`src/sv/prba_pkg.sv`:
```
// Shared types and codes for the page run bitmap allocator.
// Depends on nothing; every other file but prba_ram.sv refers to it by scoped names.
package prba_pkg;

  // Page numbers reachable through the 9-bit page count live below 512;
  // ten bits also hold base_page + page_count without wrapping.
  localparam int PN_W = 10;

  localparam logic [1:0] STAT_OK      = 2'd0;
  localparam logic [1:0] STAT_NOSPACE = 2'd1;
  localparam logic [1:0] STAT_NORUN   = 2'd2;
  localparam logic [1:0] STAT_BAD     = 2'd3;

  localparam logic OP_ALLOC = 1'b0;
  localparam logic OP_FREE  = 1'b1;

  typedef struct packed {
    logic       operation;
    logic [8:0] page_count;
    logic [7:0] base_page;
  } in_item_t;

  typedef struct packed {
    logic       ok;
    logic [1:0] status;
    logic [7:0] run_start;
    logic [8:0] free_pages;
  } out_item_t;

  // Request class as decided by the front end.
  typedef enum logic [1:0] {
    KIND_BAD     = 2'd0,
    KIND_NOSPACE = 2'd1,
    KIND_ALLOC   = 2'd2,
    KIND_FREE    = 2'd3
  } kind_t;

  typedef struct packed {
    kind_t      kind;
    logic [8:0] page_count;
    logic [7:0] base_page;
  } cmd_t;

  // Status the back end reports to the front end.
  typedef struct packed {
    logic       clearing;
    logic       done;
    logic [8:0] free_count;
    logic [8:0] pages;
  } back_stat_t;

endpackage

```
`src/sv/page_run_bitmap_allocator.sv`:
```
// Top level of the first-fit page run allocator.
// Depends on prba_pkg; instantiates prba_front, prba_queue and prba_back.
//
// Usage. A request (allocate or free a run of pages) is transferred on the
// in_ side at a clock edge where start is high and busy is low. Exactly one
// result follows per request: out_valid is high for one cycle with out_data,
// and the receiver takes it in that cycle; it has no way to hold it off.
// The pool size is written through the cfg_ channel (cfg_ready is always
// high); each write re-initializes the pool, marking every page free.
//
// Flow. Rejected requests (zero count, too few free pages, free range past
// the pool) give their result without walking the map. A free rewrites each
// map word its run covers. An allocate scans the map one 16-page word per
// cycle until the first fitting run ends, then rewrites the words that run
// covers. The map RAM port handles one word per cycle. busy stays high from
// the transfer until the result strobe, so one request is in flight at a time.
//
// Reset and configuration. After reset, and after every configuration write,
// a clearing pass writes zero to every map word, one per cycle; busy is high
// meanwhile.
module page_run_bitmap_allocator #(
  parameter int MAX_PAGES = 256
) (
  input  logic                clk,
  input  logic                rst_n,

  input  logic                start,
  output logic                busy,
  input  prba_pkg::in_item_t  in_data,

  output logic                out_valid,
  output prba_pkg::out_item_t out_data,

  input  logic                cfg_valid,
  output logic                cfg_ready,
  input  logic [8:0]          cfg_data
);

  prba_pkg::back_stat_t stat;
  prba_pkg::cmd_t       push_cmd;
  prba_pkg::cmd_t       head_cmd;
  logic                 push;
  logic                 pop;
  logic                 not_empty;
  logic                 cfg_we;

  // The register can always be taken; the back end restarts its clear on it.
  assign cfg_ready = 1'b1;
  assign cfg_we    = cfg_valid && cfg_ready;

  // Front end: handshake and classification against the current pool state.
  prba_front u_front (
    .clk      (clk),
    .rst_n    (rst_n),
    .start    (start),
    .in_data  (in_data),
    .stat     (stat),
    .busy     (busy),
    .push     (push),
    .push_cmd (push_cmd)
  );

  // Short command queue decoupling classification from map work.
  prba_queue u_queue (
    .clk       (clk),
    .rst_n     (rst_n),
    .push      (push),
    .push_cmd  (push_cmd),
    .pop       (pop),
    .not_empty (not_empty),
    .head_cmd  (head_cmd)
  );

  // Back end: map RAM, free count, scan and mark sequencer, result register.
  prba_back #(
    .MAX_PAGES (MAX_PAGES)
  ) u_back (
    .clk       (clk),
    .rst_n     (rst_n),
    .cfg_we    (cfg_we),
    .cfg_data  (cfg_data),
    .q_valid   (not_empty),
    .q_cmd     (head_cmd),
    .q_pop     (pop),
    .stat      (stat),
    .out_valid (out_valid),
    .out_data  (out_data)
  );

endmodule

```
`src/sv/prba_ram.sv`:
```
// Generic simple dual-port RAM: one write port, one read port, registered read.
// Depends on nothing.
module prba_ram #(
  parameter int WIDTH = 16,
  parameter int DEPTH = 16
) (
  input  logic                                    clk,
  input  logic                                    we,
  input  logic [((DEPTH > 1) ? $clog2(DEPTH) : 1)-1:0] waddr,
  input  logic [WIDTH-1:0]                        wdata,
  input  logic [((DEPTH > 1) ? $clog2(DEPTH) : 1)-1:0] raddr,
  output logic [WIDTH-1:0]                        rdata
);

  logic [WIDTH-1:0] mem [DEPTH];

  always_ff @(posedge clk) begin
    if (we) begin
      mem[waddr] <= wdata;
    end
    rdata <= mem[raddr];
  end

endmodule

```
`src/sv/prba_queue.sv`:
```
// Two-entry command queue between the front end and the back end.
// Depends on prba_pkg for the command type.
module prba_queue (
  input  logic            clk,
  input  logic            rst_n,
  input  logic            push,
  input  prba_pkg::cmd_t  push_cmd,
  input  logic            pop,
  output logic            not_empty,
  output prba_pkg::cmd_t  head_cmd
);

  prba_pkg::cmd_t entry_r [2];
  logic           wp_r, wp_nxt;
  logic           rp_r, rp_nxt;
  logic [1:0]     cnt_r, cnt_nxt;
  logic           do_push, do_pop;

  assign not_empty = (cnt_r != 2'd0);
  assign head_cmd  = entry_r[rp_r];
  assign do_push   = push && (cnt_r != 2'd2);
  assign do_pop    = pop && not_empty;

  always_comb begin
    wp_nxt  = do_push ? ~wp_r : wp_r;
    rp_nxt  = do_pop ? ~rp_r : rp_r;
    cnt_nxt = cnt_r + {1'b0, do_push} - {1'b0, do_pop};
  end

  always_ff @(posedge clk) begin
    if (!rst_n) begin
      wp_r  <= 1'b0;
      rp_r  <= 1'b0;
      cnt_r <= 2'd0;
    end else begin
      wp_r  <= wp_nxt;
      rp_r  <= rp_nxt;
      cnt_r <= cnt_nxt;
    end
  end

  always_ff @(posedge clk) begin
    if (do_push) begin
      entry_r[wp_r] <= push_cmd;
    end
  end

endmodule

```
`src/sv/prba_front.sv`:
```
// Front end: accepts requests, classifies them and queues them for the back end.
// Depends on prba_pkg for the item, command and status types.
module prba_front (
  input  logic                 clk,
  input  logic                 rst_n,
  input  logic                 start,
  input  prba_pkg::in_item_t   in_data,
  input  prba_pkg::back_stat_t stat,
  output logic                 busy,
  output logic                 push,
  output prba_pkg::cmd_t       push_cmd
);

  logic                  inflight_r, inflight_nxt;
  logic                  accept;
  logic [prba_pkg::PN_W-1:0] range_end;
  prba_pkg::kind_t       kind;

  assign busy   = inflight_r || stat.clearing;
  assign accept = start && !busy;
  assign push   = accept;

  assign range_end = {2'b00, in_data.base_page} + {1'b0, in_data.page_count};

  // Rejections that need no map walk are settled here, so the back end only walks the map when needed.
  always_comb begin
    if (in_data.page_count == 9'd0) begin
      kind = prba_pkg::KIND_BAD;
    end else if (in_data.operation == prba_pkg::OP_ALLOC) begin
      kind = (in_data.page_count > stat.free_count) ? prba_pkg::KIND_NOSPACE
                                                    : prba_pkg::KIND_ALLOC;
    end else begin
      kind = (range_end > {1'b0, stat.pages}) ? prba_pkg::KIND_BAD
                                               : prba_pkg::KIND_FREE;
    end
  end

  always_comb begin
    push_cmd.kind       = kind;
    push_cmd.page_count = in_data.page_count;
    push_cmd.base_page  = in_data.base_page;
  end

  always_comb begin
    inflight_nxt = inflight_r;
    if (stat.done) begin
      inflight_nxt = 1'b0;
    end
    if (accept) begin
      inflight_nxt = 1'b1;
    end
  end

  always_ff @(posedge clk) begin
    if (!rst_n) begin
      inflight_r <= 1'b0;
    end else begin
      inflight_r <= inflight_nxt;
    end
  end

endmodule

```
`src/sv/prba_back.sv`:
```
// Back end: owns the page map RAM and free count, runs scans, marks and clears.
// Depends on prba_pkg and instantiates prba_ram.
module prba_back #(
  parameter int MAX_PAGES = 256
) (
  input  logic                 clk,
  input  logic                 rst_n,
  input  logic                 cfg_we,
  input  logic [8:0]           cfg_data,
  input  logic                 q_valid,
  input  prba_pkg::cmd_t       q_cmd,
  output logic                 q_pop,
  output prba_pkg::back_stat_t stat,
  output logic                 out_valid,
  output prba_pkg::out_item_t  out_data
);

  localparam int PN_W      = prba_pkg::PN_W;
  localparam int WB        = (MAX_PAGES >= 16) ? 4 : 3;
  localparam int W         = 1 << WB;
  localparam int NWORDS    = (MAX_PAGES + W - 1) / W;
  localparam int AW        = (NWORDS > 1) ? $clog2(NWORDS) : 1;
  localparam int WC_W      = PN_W - WB;
  localparam int MAX_EFF   = (MAX_PAGES > 511) ? 511 : MAX_PAGES;
  localparam int RST_PAGES = (MAX_PAGES < 256) ? MAX_PAGES : 256;

  typedef enum logic [3:0] {
    S_CLEAR = 4'b0001,
    S_IDLE  = 4'b0010,
    S_SCAN  = 4'b0100,
    S_MARK  = 4'b1000
  } state_t;

  state_t              state_r, state_nxt;
  logic [WC_W-1:0]     rw_r, rw_nxt;
  logic [PN_W-1:0]     run_r, run_nxt;
  logic [PN_W-1:0]     lo_r, lo_nxt;
  logic [PN_W-1:0]     hi_r, hi_nxt;
  logic                set_r, set_nxt;
  logic [8:0]          n_r, n_nxt;
  logic [8:0]          free_r, free_nxt;
  logic [8:0]          pages_r, pages_nxt;
  logic [AW-1:0]       clr_r, clr_nxt;
  logic                out_valid_r, out_valid_nxt;
  prba_pkg::out_item_t out_r, out_nxt;

  logic                ram_we;
  logic [AW-1:0]       ram_waddr, ram_raddr;
  logic [W-1:0]        ram_wdata, ram_rdata;

  logic [PN_W-1:0]     page_of [W];
  logic [W-1:0]        used_w, hit_w, mask_w;
  logic [W-1:0]        seen_used;
  logic [WB-1:0]       last_used [W];
  logic [PN_W-1:0]     run_j [W];
  logic                hit_any;
  logic [WB-1:0]       hit_pos;
  logic [PN_W-1:0]     end_pg, first_pg, last_pg, free_lo, free_hi;
  logic [PN_W-1:0]     free_sum;
  logic [8:0]          eff_pages;

  prba_ram #(
    .WIDTH (W),
    .DEPTH (NWORDS)
  ) u_map (
    .clk   (clk),
    .we    (ram_we),
    .waddr (ram_waddr),
    .wdata (ram_wdata),
    .raddr (ram_raddr),
    .rdata (ram_rdata)
  );

  assign eff_pages = (cfg_data > 9'(MAX_EFF)) ? 9'(MAX_EFF) : cfg_data;
  assign last_pg   = {1'b0, pages_r} - PN_W'(1);
  assign free_lo   = {2'b00, q_cmd.base_page};
  assign free_hi   = free_lo + {1'b0, q_cmd.page_count} - PN_W'(1);
  assign free_sum  = {1'b0, free_r} + {1'b0, n_r};

  // Per-page view of the word that the RAM returns this cycle.
  always_comb begin
    for (int j = 0; j < W; j++) begin
      page_of[j] = {rw_r, WB'(j)};
      used_w[j]  = ram_rdata[j] || (page_of[j] >= {1'b0, pages_r});
      mask_w[j]  = (page_of[j] >= lo_r) && (page_of[j] <= hi_r);
    end
  end

  // Free-run length ending at each bit, carried in from earlier words.
  always_comb begin
    for (int j = 0; j < W; j++) begin
      seen_used[j] = 1'b0;
      last_used[j] = '0;
      for (int i = 0; i <= j; i++) begin
        if (used_w[i]) begin
          seen_used[j] = 1'b1;
          last_used[j] = WB'(i);
        end
      end
      if (seen_used[j]) begin
        run_j[j] = PN_W'(j) - PN_W'(last_used[j]);
      end else begin
        run_j[j] = run_r + PN_W'(j + 1);
      end
      hit_w[j] = !used_w[j] && (run_j[j] >= {1'b0, n_r});
    end
  end

  always_comb begin
    hit_any = |hit_w;
    hit_pos = '0;
    for (int j = W - 1; j >= 0; j--) begin
      if (hit_w[j]) begin
        hit_pos = WB'(j);
      end
    end
  end

  assign end_pg   = {rw_r, hit_pos};
  assign first_pg = end_pg + PN_W'(1) - {1'b0, n_r};

  always_comb begin
    state_nxt     = state_r;
    rw_nxt        = rw_r;
    run_nxt       = run_r;
    lo_nxt        = lo_r;
    hi_nxt        = hi_r;
    set_nxt       = set_r;
    n_nxt         = n_r;
    free_nxt      = free_r;
    pages_nxt     = pages_r;
    clr_nxt       = clr_r;
    out_valid_nxt = 1'b0;
    out_nxt       = out_r;
    q_pop         = 1'b0;
    ram_we        = 1'b0;
    ram_waddr     = AW'(rw_r);
    ram_wdata     = '0;
    ram_raddr     = AW'(rw_r);

    unique case (state_r)
      S_CLEAR: begin
        ram_we    = 1'b1;
        ram_waddr = clr_r;
        clr_nxt   = clr_r + AW'(1);
        if (clr_r == AW'(NWORDS - 1)) begin
          state_nxt = S_IDLE;
        end
      end
      S_IDLE: begin
        if (q_valid) begin
          q_pop = 1'b1;
          n_nxt = q_cmd.page_count;
          unique case (q_cmd.kind)
            prba_pkg::KIND_BAD: begin
              out_valid_nxt      = 1'b1;
              out_nxt.ok         = 1'b0;
              out_nxt.status     = prba_pkg::STAT_BAD;
              out_nxt.run_start  = '0;
              out_nxt.free_pages = free_r;
            end
            prba_pkg::KIND_NOSPACE: begin
              out_valid_nxt      = 1'b1;
              out_nxt.ok         = 1'b0;
              out_nxt.status     = prba_pkg::STAT_NOSPACE;
              out_nxt.run_start  = '0;
              out_nxt.free_pages = free_r;
            end
            prba_pkg::KIND_ALLOC: begin
              run_nxt   = '0;
              rw_nxt    = '0;
              ram_raddr = '0;
              set_nxt   = 1'b1;
              state_nxt = S_SCAN;
            end
            prba_pkg::KIND_FREE: begin
              lo_nxt    = free_lo;
              hi_nxt    = free_hi;
              rw_nxt    = free_lo[PN_W-1:WB];
              ram_raddr = AW'(free_lo[PN_W-1:WB]);
              set_nxt   = 1'b0;
              state_nxt = S_MARK;
            end
          endcase
        end
      end
      S_SCAN: begin
        if (hit_any) begin
          lo_nxt    = first_pg;
          hi_nxt    = end_pg;
          rw_nxt    = first_pg[PN_W-1:WB];
          ram_raddr = AW'(first_pg[PN_W-1:WB]);
          state_nxt = S_MARK;
        end else if (rw_r == last_pg[PN_W-1:WB]) begin
          out_valid_nxt      = 1'b1;
          out_nxt.ok         = 1'b0;
          out_nxt.status     = prba_pkg::STAT_NORUN;
          out_nxt.run_start  = '0;
          out_nxt.free_pages = free_r;
          state_nxt          = S_IDLE;
        end else begin
          rw_nxt    = rw_r + WC_W'(1);
          ram_raddr = AW'(rw_r + WC_W'(1));
          run_nxt   = run_j[W-1];
        end
      end
      S_MARK: begin
        ram_we    = 1'b1;
        ram_wdata = set_r ? (ram_rdata | mask_w) : (ram_rdata & ~mask_w);
        if (rw_r == hi_r[PN_W-1:WB]) begin
          if (set_r) begin
            free_nxt          = free_r - n_r;
            out_nxt.run_start = lo_r[7:0];
          end else begin
            free_nxt          = (free_sum > {1'b0, pages_r}) ? pages_r : free_sum[8:0];
            out_nxt.run_start = '0;
          end
          out_valid_nxt      = 1'b1;
          out_nxt.ok         = 1'b1;
          out_nxt.status     = prba_pkg::STAT_OK;
          out_nxt.free_pages = free_nxt;
          state_nxt          = S_IDLE;
        end else begin
          rw_nxt    = rw_r + WC_W'(1);
          ram_raddr = AW'(rw_r + WC_W'(1));
        end
      end
      default: begin
        state_nxt = S_IDLE;
      end
    endcase

    // A register write re-initializes the pool and restarts the clearing pass.
    if (cfg_we) begin
      pages_nxt = eff_pages;
      free_nxt  = eff_pages;
      clr_nxt   = '0;
      state_nxt = S_CLEAR;
    end
  end

  always_ff @(posedge clk) begin
    if (!rst_n) begin
      state_r     <= S_CLEAR;
      clr_r       <= '0;
      pages_r     <= 9'(RST_PAGES);
      free_r      <= 9'(RST_PAGES);
      out_valid_r <= 1'b0;
    end else begin
      state_r     <= state_nxt;
      clr_r       <= clr_nxt;
      pages_r     <= pages_nxt;
      free_r      <= free_nxt;
      out_valid_r <= out_valid_nxt;
    end
  end

  always_ff @(posedge clk) begin
    rw_r  <= rw_nxt;
    run_r <= run_nxt;
    lo_r  <= lo_nxt;
    hi_r  <= hi_nxt;
    set_r <= set_nxt;
    n_r   <= n_nxt;
    out_r <= out_nxt;
  end

  always_comb begin
    stat.clearing   = (state_r == S_CLEAR) || cfg_we;
    stat.done       = out_valid_nxt;
    stat.free_count = free_r;
    stat.pages      = pages_r;
  end

  assign out_valid = out_valid_r;
  assign out_data  = out_r;

endmodule

```
`config.mk`:
```
export PLATFORM = sky130hd
export DESIGN_NAME = page_run_bitmap_allocator
export DESIGN_NICKNAME = d
export VERILOG_FILES = /design/src/sv/prba_pkg.sv /design/src/sv/page_run_bitmap_allocator.sv /design/src/sv/prba_ram.sv /design/src/sv/prba_queue.sv /design/src/sv/prba_front.sv /design/src/sv/prba_back.sv
export SDC_FILE = /design/constraint.sdc
export NUM_CORES = 1
export LEC_CHECK = 0
export BUFFER_PORTS_ARGS = -buffer_cell sky130_fd_sc_hd__buf_2
export CORE_UTILIZATION = 45
export CTS_CLUSTER_DIAMETER = 30
export DETAILED_ROUTE_END_ITERATION = 8
export MAX_ROUTING_LAYER = met4
export PLACE_DENSITY_LB_ADDON = 0.15
export SLEW_MARGIN = 0
export SYNTH_ARGS = -nofsm -noshare
export SYNTH_HDL_FRONTEND = slang
export SYNTH_SLANG_ARGS = --single-unit
```
`constraint.sdc`:
```
create_clock -name clk -period 20.6 [get_ports clk]
set_input_delay 2.06 -clock clk [delete_from_list [all_inputs] [get_ports clk]]
set_output_delay 2.06 -clock clk [all_outputs]
set_load 0.05 [all_outputs]
```
======== Yosys cells after proc, flatten, opt, wreduce, memory -nomap -nowiden ========
Memories as Yosys holds them, arrays and structs flattened. A register that Yosys moved wholly into a read port is not among the register bits.
Cells that the tools add are included.
W data, S select, Z words.
storage, ports and cells
  memories ................................ 2
  input port bits ......................... 31
  RAM bits ................................ 294
  register bits after elaboration ......... 98
operators by class
  eq/ne operators ......................... 25
  mux-type cells .......................... 133
  bitwise gates (word level) .............. 6
  reductions and logical operators ........ 91
  add/sub/neg operators ................... 43
  $lt $le $gt $ge ......................... 68
memories
  name              words  width  read ports  clocked after memory_dff  write ports  RTL line          text
  u_back.u_map.mem  16     16     1           1                         1            prba_ram.sv:15    logic [WIDTH-1:0] mem [DEPTH];
  u_queue.entry_r   2      19     1           1                         1            prba_queue.sv:13  prba_pkg::cmd_t entry_r [2];
operators by type and width
  operator                 number
  $ge A10 B9 Y1            32
  $mux W10                 26
  $ge A10 B10 Y1           16
  $le A10 B10 Y1           16
  $mux W4                  34
  $add A10 B4 Y10 const B  8
  $mux W20                 4
  $pmux W10 S2             3
  $pmux W20 S3             1
  $mux W9                  6
  $add A10 B3 Y10 const B  4
  $pmux W20 S2             1
  $sub A4 B4 Y5 const A    8
  $logic_and A1 B1 Y1      35
  $mux W1                  33
  $mux W16                 2
  $mux W6                  4
  $add A10 B1 Y10 const B  2
  $add A10 B2 Y10 const B  2
  $add A8 B9 Y10           2
  $gt A10 B9 Y1            2
  $logic_or A1 B1 Y1       18
  $pmux W6 S3              1
  $logic_not A1 Y1         17
  other kinds (51)         89

======== Logic depth before layout (Yosys ltp) ========
Gate-level depths: netlist (run 1).
  depth after elaboration ................. 41
  depth in mapped cells ................... 48
  depth with buffers taken out ............ 44

======== By module ========
From an unflattened synthesis (run 1), not the netlist that was laid out.
unflattened totals
  cells, all modules ...................... 2514
  area, all modules ....................... 27092.2 um^2
modules (own cells, without submodules)
  module                     sequential area each (um^2)  area each (um^2)  instances  cells an instance
  prba_back                  2522.4                       14356.3           1          1854
  prba_ram                   8007.7                       10042.1           1          432
  prba_queue                 1241.2                       1659.1            1          84
  prba_front                 20.0                         1023.5            1          142
  page_run_bitmap_allocator  0.0                          11.3              1          2

======== Worst setup path before layout (run 1) ========
Ideal clock, no wire load.
  kind .................................... flip-flop to flip-flop
  from .................................... reg u_back.rw_r[4]
  to ...................................... reg u_back.u_map.rdata[10] (read register of u_back.u_map.mem)
  buffers on the path ..................... 3
  setup slack ............................. 12.530 ns
  setup time .............................. 0.087 ns
  data arrival time ....................... 7.983 ns
  stages on the path, launching flop included .. 43
  cell sequence ........................... edfxtp_1 -> ha_1 -> and4b_1 -> buf_6 -> a221oi_2 -> clkbuf_1 -> nand2_1 -> nor2_1 -> o21a_1 -> o21ai_0 -> a21boi_0 -> o21ai_0 -> nand2_1 -> nand2_1 -> ha_1 -> o22ai_1 -> ha_1 -> a21o_1 -> [7 not listed] -> o21ai_0 -> a311o_1 -> nand2_1 -> ha_1 -> ha_1 -> inv_1 -> fa_1 -> inv_1 -> a21oi_1 -> o21bai_1 -> a21oi_1 -> o21bai_1 -> xnor2_1 -> mux2i_1 -> a221oi_4 -> inv_2 -> clkbuf_1 -> o31ai_1
between the ends
  longest elaborated chain between the ends .. 41
  elaborated cells on any way between the ends .. 167
  those cells by class .................... 17 x add/sub; 32 x order compare; 2 x eq/ne; 67 x mux; 49 x reduce/logical
RTL lines
  item                                                    RTL line                           text
  start, declared                                         prba_back.sv:35                    logic [WC_W-1:0] rw_r, rw_nxt;
  start signal, assigned                                  prba_back.sv:259                   rw_r <= rw_nxt;
  $ge A10 B9 Y1                                           prba_back.sv:84                    used_w[j] = ram_rdata[j] || (page_of[j] >= {1'b0, pages_r});
  $logic_or A1 B1 Y1                                      prba_back.sv:84
  $mux W1                                                 prba_back.sv:95                    if (used_w[i]) begin
  $mux W2 / $mux W1 (equally long branches) (2 in a row)  prba_back.sv:95
  $mux W3 / $mux W1 (equally long branches) (4 in a row)  prba_back.sv:95
  $mux W4 / $mux W1 (equally long branches) (8 in a row)  prba_back.sv:95
  $sub A4 B4 Y5 / $mux W1 (equally long branches)         prba_back.sv:101, prba_back.sv:95
  $mux W10                                                prba_back.sv:100                   if (seen_used[j]) begin
  $ge A10 B9 Y1                                           prba_back.sv:105                   hit_w[j] = !used_w[j] && (run_j[j] >= {1'b0, n_r});
  $logic_and A1 B1 Y1                                     prba_back.sv:105
  $mux W4 (16 in a row)                                   prba_back.sv:113                   if (hit_w[j]) begin
  $add A10 B1 Y10                                         prba_back.sv:120                   assign first_pg = end_pg + PN_W'(1) - {1'b0, n_r};
  $sub A10 B9 Y10                                         prba_back.sv:120
  $mux W4                                                 prba_back.sv:188                   if (hit_any) begin
  $pmux W4 S3 *                                           prba_back.sv:141                   unique case (state_r)
  end, declared                                           prba_ram.sv:12                     output logic [WIDTH-1:0] rdata
Mark *: on every way between the ends. The rest lies on a longest branch, timed or not.
A chain may end at the register's enable or synchronous reset.

======== Final worst setup path (run 1) ========
  from .................................... reg u_back.rw_r[4]
  to ...................................... reg u_back.u_map.rdata[5] (read register of u_back.u_map.mem)
Same word-level chain as after synthesis.

==> results of run 1 <==
power by group:
group	switching (mW)	internal, mW	total [mW]
clock	0.473	0.898	1.37
sequential	0.00536	0.900	0.906
combinational	0.0578	0.0387	0.0965
total	0.536	1.84	2.37
registers in the layout (all words and copies together) (netlist names), named ones only:
name,cells
u_back.u_map.mem,256
u_queue.entry_r,38
u_back.out_data,20
u_back.u_map.rdata,16
u_back.hi_r,10
u_back.lo_r,10
u_back.run_r,10
u_back.free_r,9
u_back.n_r,9
u_back.pages_r,9
u_back.rw_r,6
u_back.clr_r,4
u_back.state_r,4
u_queue.cnt_r,2
u_back.out_valid,1
u_back.set_r,1
u_front.inflight_r,1
u_queue.rp_r,1
u_queue.wp_r,1
routing by layer:
layer	up-vias	wire length [microns]	GRT usage, %
met5	-	0	-
met4	0	3410	11.7
met3	192	5920	4.84
met2	825	40600	46.6
met1	10500	39700	39.8
li1	9801	-	-
final cells by class:
| type | count | area [sq um] | share of cell area, % |
|---|---|---|---|
| well taps | 773 | 967 | 3.10 |
| multi-input cells | 1939 | 14400 | 46.2 |
| clock buffers | 93 | 2130 | 6.85 |
| flip-flops and latches | 409 | 11800 | 37.8 |
| clock inverters | 62 | 772 | 2.48 |
| repair buffers | 99 | 613 | 1.97 |
| inverters | 129 | 484 | 1.55 |
metrics by stage:
step / instances / setup slack (ps) / hold slack [ps] / cell area (sq um) / utilization, %
floorplan: 2592 / 12530 / 457 / 27200 / -
global placement: 3349 / 10240 / 467 / 28300 / 47.6
detailed placement: 3349 / 9890 / 475 / 28300 / 47.6
CTS: 3504 / 9840 / 491 / 31200 / 52.5
global route: 3504 / 8940 / 522 / 31200 / 52.5
finish: 3504 / 9550 / 493 / 31200 / 52.5
kinds of logic (layout without fill, tap and decap cells):
logic type | after synthesis | count (layout) | share of synthesized area (%)
flops | 409 | 409 | 43.4
xor+xnor | 149 | 149 | 4.80
mux | 201 | 201 | 7.98
other cells | 1 | 1 | 0.0138
buf+inv | 244 | 383 | 3.84
compound gates | 599 | 599 | 14.2
simple gates | 707 | 707 | 12.7
fa+ha+maj | 282 | 282 | 13.1
Yosys cell counts (17+ instances only):
master / n / area, sq um
nor4_1: 17 / 106
clkbuf_1: 75 / 282
nor2b_1: 36 / 225
o211ai_1: 19 / 143
mux2i_1: 76 / 761
nand2_1: 175 / 657
dfxtp_1: 49 / 981
o21a_1: 25 / 188
xor2_1: 54 / 473
a21oi_1: 161 / 806
xnor2_1: 95 / 832
nand3_1: 40 / 200
o21bai_1: 22 / 165
edfxtp_1: 360 / 10800
o22ai_1: 73 / 457
inv_1: 127 / 477
or3_1: 26 / 163
mux2_2: 91 / 1020
nand4_1: 28 / 175
nand2b_1: 23 / 144
o31ai_1: 23 / 173
and2_1: 21 / 131
a21o_1: 31 / 233
o21ai_0: 116 / 581
a31oi_1: 25 / 156
mux2_1: 34 / 383
nor2_1: 231 / 867
ha_1: 277 / 3470
nor3_1: 41 / 205
worst paths after layout:
kind,from,end,slack [ps],cells past startpoint
worst max-delay path,u_back.rw_r[4],u_back.u_map.rdata[5],9550,40
worst max register to register,u_back.rw_r[4],u_back.u_map.rdata[5],9550,40
worst min register to register,u_front.inflight_r,u_front.inflight_r,490,2
worst min-delay path,u_front.inflight_r,u_front.inflight_r,490,2
cells in the final DEF, fill, tap and decap left out, types with 21 or more instances in the layout:
master	synthesis	final
o31ai_1	23	23
a31oi_1	25	25
o21bai_1	22	22
nor2_1	231	220
nor2b_1	36	36
nand4_1	28	28
o21a_1	25	25
nor3_1	41	41
buf_4	9	47
ha_1	277	277
mux2_2	91	91
o21ai_0	116	116
xnor2_1	95	95
dfxtp_1	49	49
buf_2	10	52
a21oi_1	161	159
clkbuf_16	0	83
or3_1	26	26
edfxtp_1	360	360
o22ai_1	73	73
inv_1	127	127
a21o_1	31	31
nand2b_1	23	23
mux2i_1	76	76
xor2_1	54	54
nand3_1	40	40
nand2_1	175	175
and2_1	21	21
mux2_1	34	34
worst max-delay path, delay by kind of cell (launching register included):
kind                     cells  cell delay (ps)
buffers and inverters        1              750
AO/OA/AOI/OAI               23             5260
XOR/XNOR                     1              160
adder cells (fa/ha/maj)      4             1200
AND/OR/NAND/NOR             11             2910
flip-flops                   1              560
==> impl_metrics.toml, run 1 <==
[outcome]
status = "finished with violations"
violations = "DRC"

[yosys]
ys.flop_type = "edfxtp_1"
async_flop_share_pct = 0
synth_enable_flop_cells = 360
syn-num-nets = 2905
synth_cell_type_count = 98
syn-cell-area_sq_mm = 0.0272
synth_seq_area_share_pct = 43.4
netlist_instances = 2592
yosysWarnings = 0
ys_seq_elements = 409
avgSynthCellArea_sq_um = 10.5

[cts]
insertion_delay_ps = 630
root_buffer = "clkbuf_16"
clockBufferDepth = 3
clock-sinks = 409
ctsHoldBuffers = 0
cts_made_buffers = 83
path_clk_slew_ps = 50
htreeDepth = 3
post-cts-setup-buffers = 0
cts.repair.resized = 0
tritoncts = "done"

[timing]
setup_violations = 0
period_share_pct = 53.7
min_period_ps = 11050
max_freq_ghz = 0.0905
clock_skew_ps = 25.5
hold_viol_final = 0
worst_pin_slew_ps = 1280
slew_headroom_pct = 14.2
rsz0062_at_grt = "false"
fin_tns_setup_ps = 0
final_max_slew_viol_count = 0

[grt]
antenna_found_initial = 1
overflow = 0
grt_pass1_wl_microns = 133000
grt_pass1_vias = 21100
grt_start_max_net_pins = 70
grtUsageTotal_pct = 30.2

[worst_setup_path]
slowest_delay_ps = 750
crit_path_frequent_cell = "nand2_1"
crit_slowest_cell = "buf_4"
end_kind = "flip-flop"
worstPathArrival_ps = 11550
start_kind = "flip-flop"
required_ps = 21100
criticalPathCategory = "reg2reg"
crit_fanout = 69

[drt]
drt_iter0_markers = 1770
wire_per_inst_microns = 25.6
finalWirelength_microns = 89600
ant_nets = 0
vias = 21300
drt_pre_antenna_iters = 9
routed_via_density = 6.09
drc = 1

[power_and_ir_drop]
powerDensity_mw_per_mm2 = 76.1
ir_drop_mv = 0.0823
p_total_mw = 2.37
p_leak_nw = 11.7

[floorplanning]
dieArea_sq_mm = 0.0614
coreArea_sq_mm = 0.0594
ioPinCount = 54
start_util_pct = 45.8
fp.dieH_microns = 248
die_w_microns = 248
rows = 89

[placement]
dp_hpwl_microns = 63100
io_buffers = 52
gp_congestion = 1.02

[cells_and_area]
area_delta_synth_final_pct = 14.7
n_antenna_cell = 0
fin_nets = 2974
layout-drive-gt1-share_pct = 14.0
final.fill_count = 5274

[min_path]
hp-class = "reg2reg"

[run]
drv_cap = 0
Power figures use the tool's default switching activity.
==> inputs of run 2 (changes only) <==
--- a/config.mk
+++ b/config.mk
@@ -5,6 +5,7 @@
 export SDC_FILE = /design/constraint.sdc
 export NUM_CORES = 1
 export LEC_CHECK = 0
+export ABC_AREA = 1
 export BUFFER_PORTS_ARGS = -buffer_cell sky130_fd_sc_hd__buf_2
 export CORE_UTILIZATION = 45
 export CTS_CLUSTER_DIAMETER = 30
==> constraint.sdc (replaced) <==
create_clock -name clk -period 10.1 [get_ports clk]
set_input_delay 1.01 -clock clk [delete_from_list [all_inputs] [get_ports clk]]
set_output_delay 1.01 -clock clk [all_outputs]
set_load 0.05 [all_outputs]
==> impl_metrics.toml, run 2 <==
[yosys]
avgSynthCellArea_sq_um = 8.36
synthTopCellsByArea = "edfxtp_1, ha_1, nand2_1, nand3_1, inv_1"
syn-cell-area_sq_mm = 0.0277
synth_area_leader_cell = "edfxtp_1"
synth_enable_flop_cells = 360
async_flop_share_pct = 0
netlist_instances = 3308
synth_cell_type_count = 66
synthTopCellsByCount = "nand2_1, edfxtp_1, inv_1, nand3_1, nor2_1"
ys_seq_elements = 409
yosysWarnings = 0
syn-num-nets = 3621
ys.flop_type = "edfxtp_1"
yosysTopAreaCellShare_pct = 39.1
yosysMostFrequentCell = "nand2_1"
synth_seq_area_share_pct = 42.6

[worst_setup_path]
crit_slowest_cell = "edfxtp_1"
slowest_delay_ps = 520
crit_path_frequent_cell = "nor2_1"
reg2reg_slack_ps = 910
start_kind = "flip-flop"
criticalPathCategory = "reg2reg"
end_kind = "flip-flop"
crit_fanout = 16
worstPathArrival_ps = 9700
required_ps = 10610

[grt]
grt_pass1_vias = 23100
grt_start_max_net_pins = 129
antenna_found_initial = 1
grt_pass1_wl_microns = 138000
grtUsageTotal_pct = 29.9
overflow = 0

[floorplanning]
fp.dieH_microns = 250
coreArea_sq_mm = 0.0606
dieArea_sq_mm = 0.0624
start_util_pct = 45.6
ioPinCount = 54
rows = 90
die_w_microns = 250

[placement]
dp_hpwl_microns = 62200
gp_congestion = 0.987
io_buffers = 52
dpl.cell_count = 4085

[cts]
clockBufferDepth = 3
insertion_delay_ps = 630
ctsHoldBuffers = 0
root_buffer = "clkbuf_16"
cts_made_buffers = 83
clock-sinks = 409
post-cts-setup-buffers = 0
tritoncts = "done"
htreeDepth = 3
path_clk_slew_ps = 50

[cells_and_area]
fin_nets = 3702
layout_commonest_cell = "nand2_1"
layout_common_cells = "nand2_1, edfxtp_1, inv_1"
regMostFlops = "u_back.u_map.mem"
multi_input_area_sq_mm = 0.0141
seqCellArea_sq_mm = 0.0118
largest_register_ff_count = 256
fin_cells = 4243
area_delta_synth_final_pct = 15.0
layout-drive-gt1-share_pct = 9.89
final.fill_count = 5557

[timing]
worst_pin_slew_ps = 1360
slew_headroom_pct = 9.47
final_max_slew_viol_count = 0
hold_viol_final = 0
rsz0062_at_grt = "false"
setup_violations = 0
min_period_ps = 9190
clock_skew_ps = 39.4
period_share_pct = 91.0
fin_tns_setup_ps = 0
max_freq_ghz = 0.109

[drt]
wl_met2_microns = 42400
drc = 0
dr_wl_met3_microns = 5640
ant_nets = 0
top_layer_used = "met4"
wire_per_inst_microns = 21.5
drt_pre_antenna_iters = 6
finalWirelength_microns = 91200
routed_via_density = 5.60
vias = 23800
drt_iter0_markers = 2338
drt-met1-wl_microns = 41000

[power_and_ir_drop]
ir_drop_mv = 0.143
powerDensity_mw_per_mm2 = 151
p_leak_nw = 14.4

[outcome]
status = "completed"

[run]
drv_cap = 0

[min_path]
hp-class = "reg2reg"
run 2: changes by cell type in the layout (fill, tap and decap cells not counted), moves of 65 or more:
cell     change
nand2_1    +629
inv_1      +219
o21ai_0     +95
nand3_1    +250
xnor2_1     -79
mux2i_1     -65
mux2_2      -91
run 2: final timing paths:
path,from,endpoint,cells after the start
max,u_back.rw_r[4],u_back.u_map.rdata[1],56
min,u_queue.rp_r,u_queue.rp_r,1
max reg2reg,u_back.rw_r[4],u_back.u_map.rdata[1],56
min reg2reg,u_queue.rp_r,u_queue.rp_r,1
run 2: logic make-up (layout without fill, tap and decap cells):
| logic type | count (synthesis) | count (layout) | share of synthesized area, % |
|---|---|---|---|
| fa+ha+maj | 282 | 282 | 12.9 |
| simple gates | 1508 | 1508 | 23.2 |
| compound gates | 499 | 499 | 10.1 |
| other cells | 1 | 3 | 0.0136 |
| xor+xnor | 120 | 120 | 3.80 |
| flops | 409 | 409 | 42.6 |
| mux | 11 | 11 | 0.398 |
| buf+inv | 478 | 629 | 6.95 |
run 2: layout make-up:
class                   instances  share of cell area [%]
flip-flops and latches        409                    37.1
repair buffers                107                    2.25
diodes                          2                  0.0157
multi-input cells            2421                    44.2
well taps                     782                    3.08
clock buffers                  98                    7.07
inverters                     367                    4.33
clock inverters                57                    1.98
run 2: where the power goes:
part / total, mW / internal, mW / leakage, nW / switching (mW)
combinational: 0.181 / 0.0631 / 9.41 / 0.118
clock: 2.76 / 1.83 / 1.40 / 0.934
sequential: 1.85 / 1.84 / 3.60 / 0.00808
run 2: worst max-delay path: cells and delay by family (launching register included):
kind | cells | cell delay, ps
buf+inv | 8 | 850
flops | 1 | 520
simple gates | 27 | 3720
fa+ha+maj | 6 | 1670
compound gates | 15 | 2290
run 2: what timing repair did:
item | in CTS | in global routing
endpoints found under the hold margin | 0 | 0
setup endpoints to repair | 0 | 14
resized for setup | 0 | 2
run 2: stage by stage:
stage	hold WS (ps)	cell area, sq um	total power, mW	util (%)	worst slack (ps)
after CTS	458	31800	4.82	52.5	764
after global routing	483	31800	4.93	52.5	92.6
after floorplan	425	27700	2.00	-	2850
after global placement	435	28900	2.05	47.7	862
final	472	31800	4.79	52.5	909
after detailed placement	451	28900	2.05	47.7	789
run 2: per-layer routing:
metal  vias to the layer above  GRT usage (%)
li1                      11400              -
met1                     11400           40.1
met2                       812           47.2
met3                       137           3.90
met4                         0           8.84
met5                         -              -
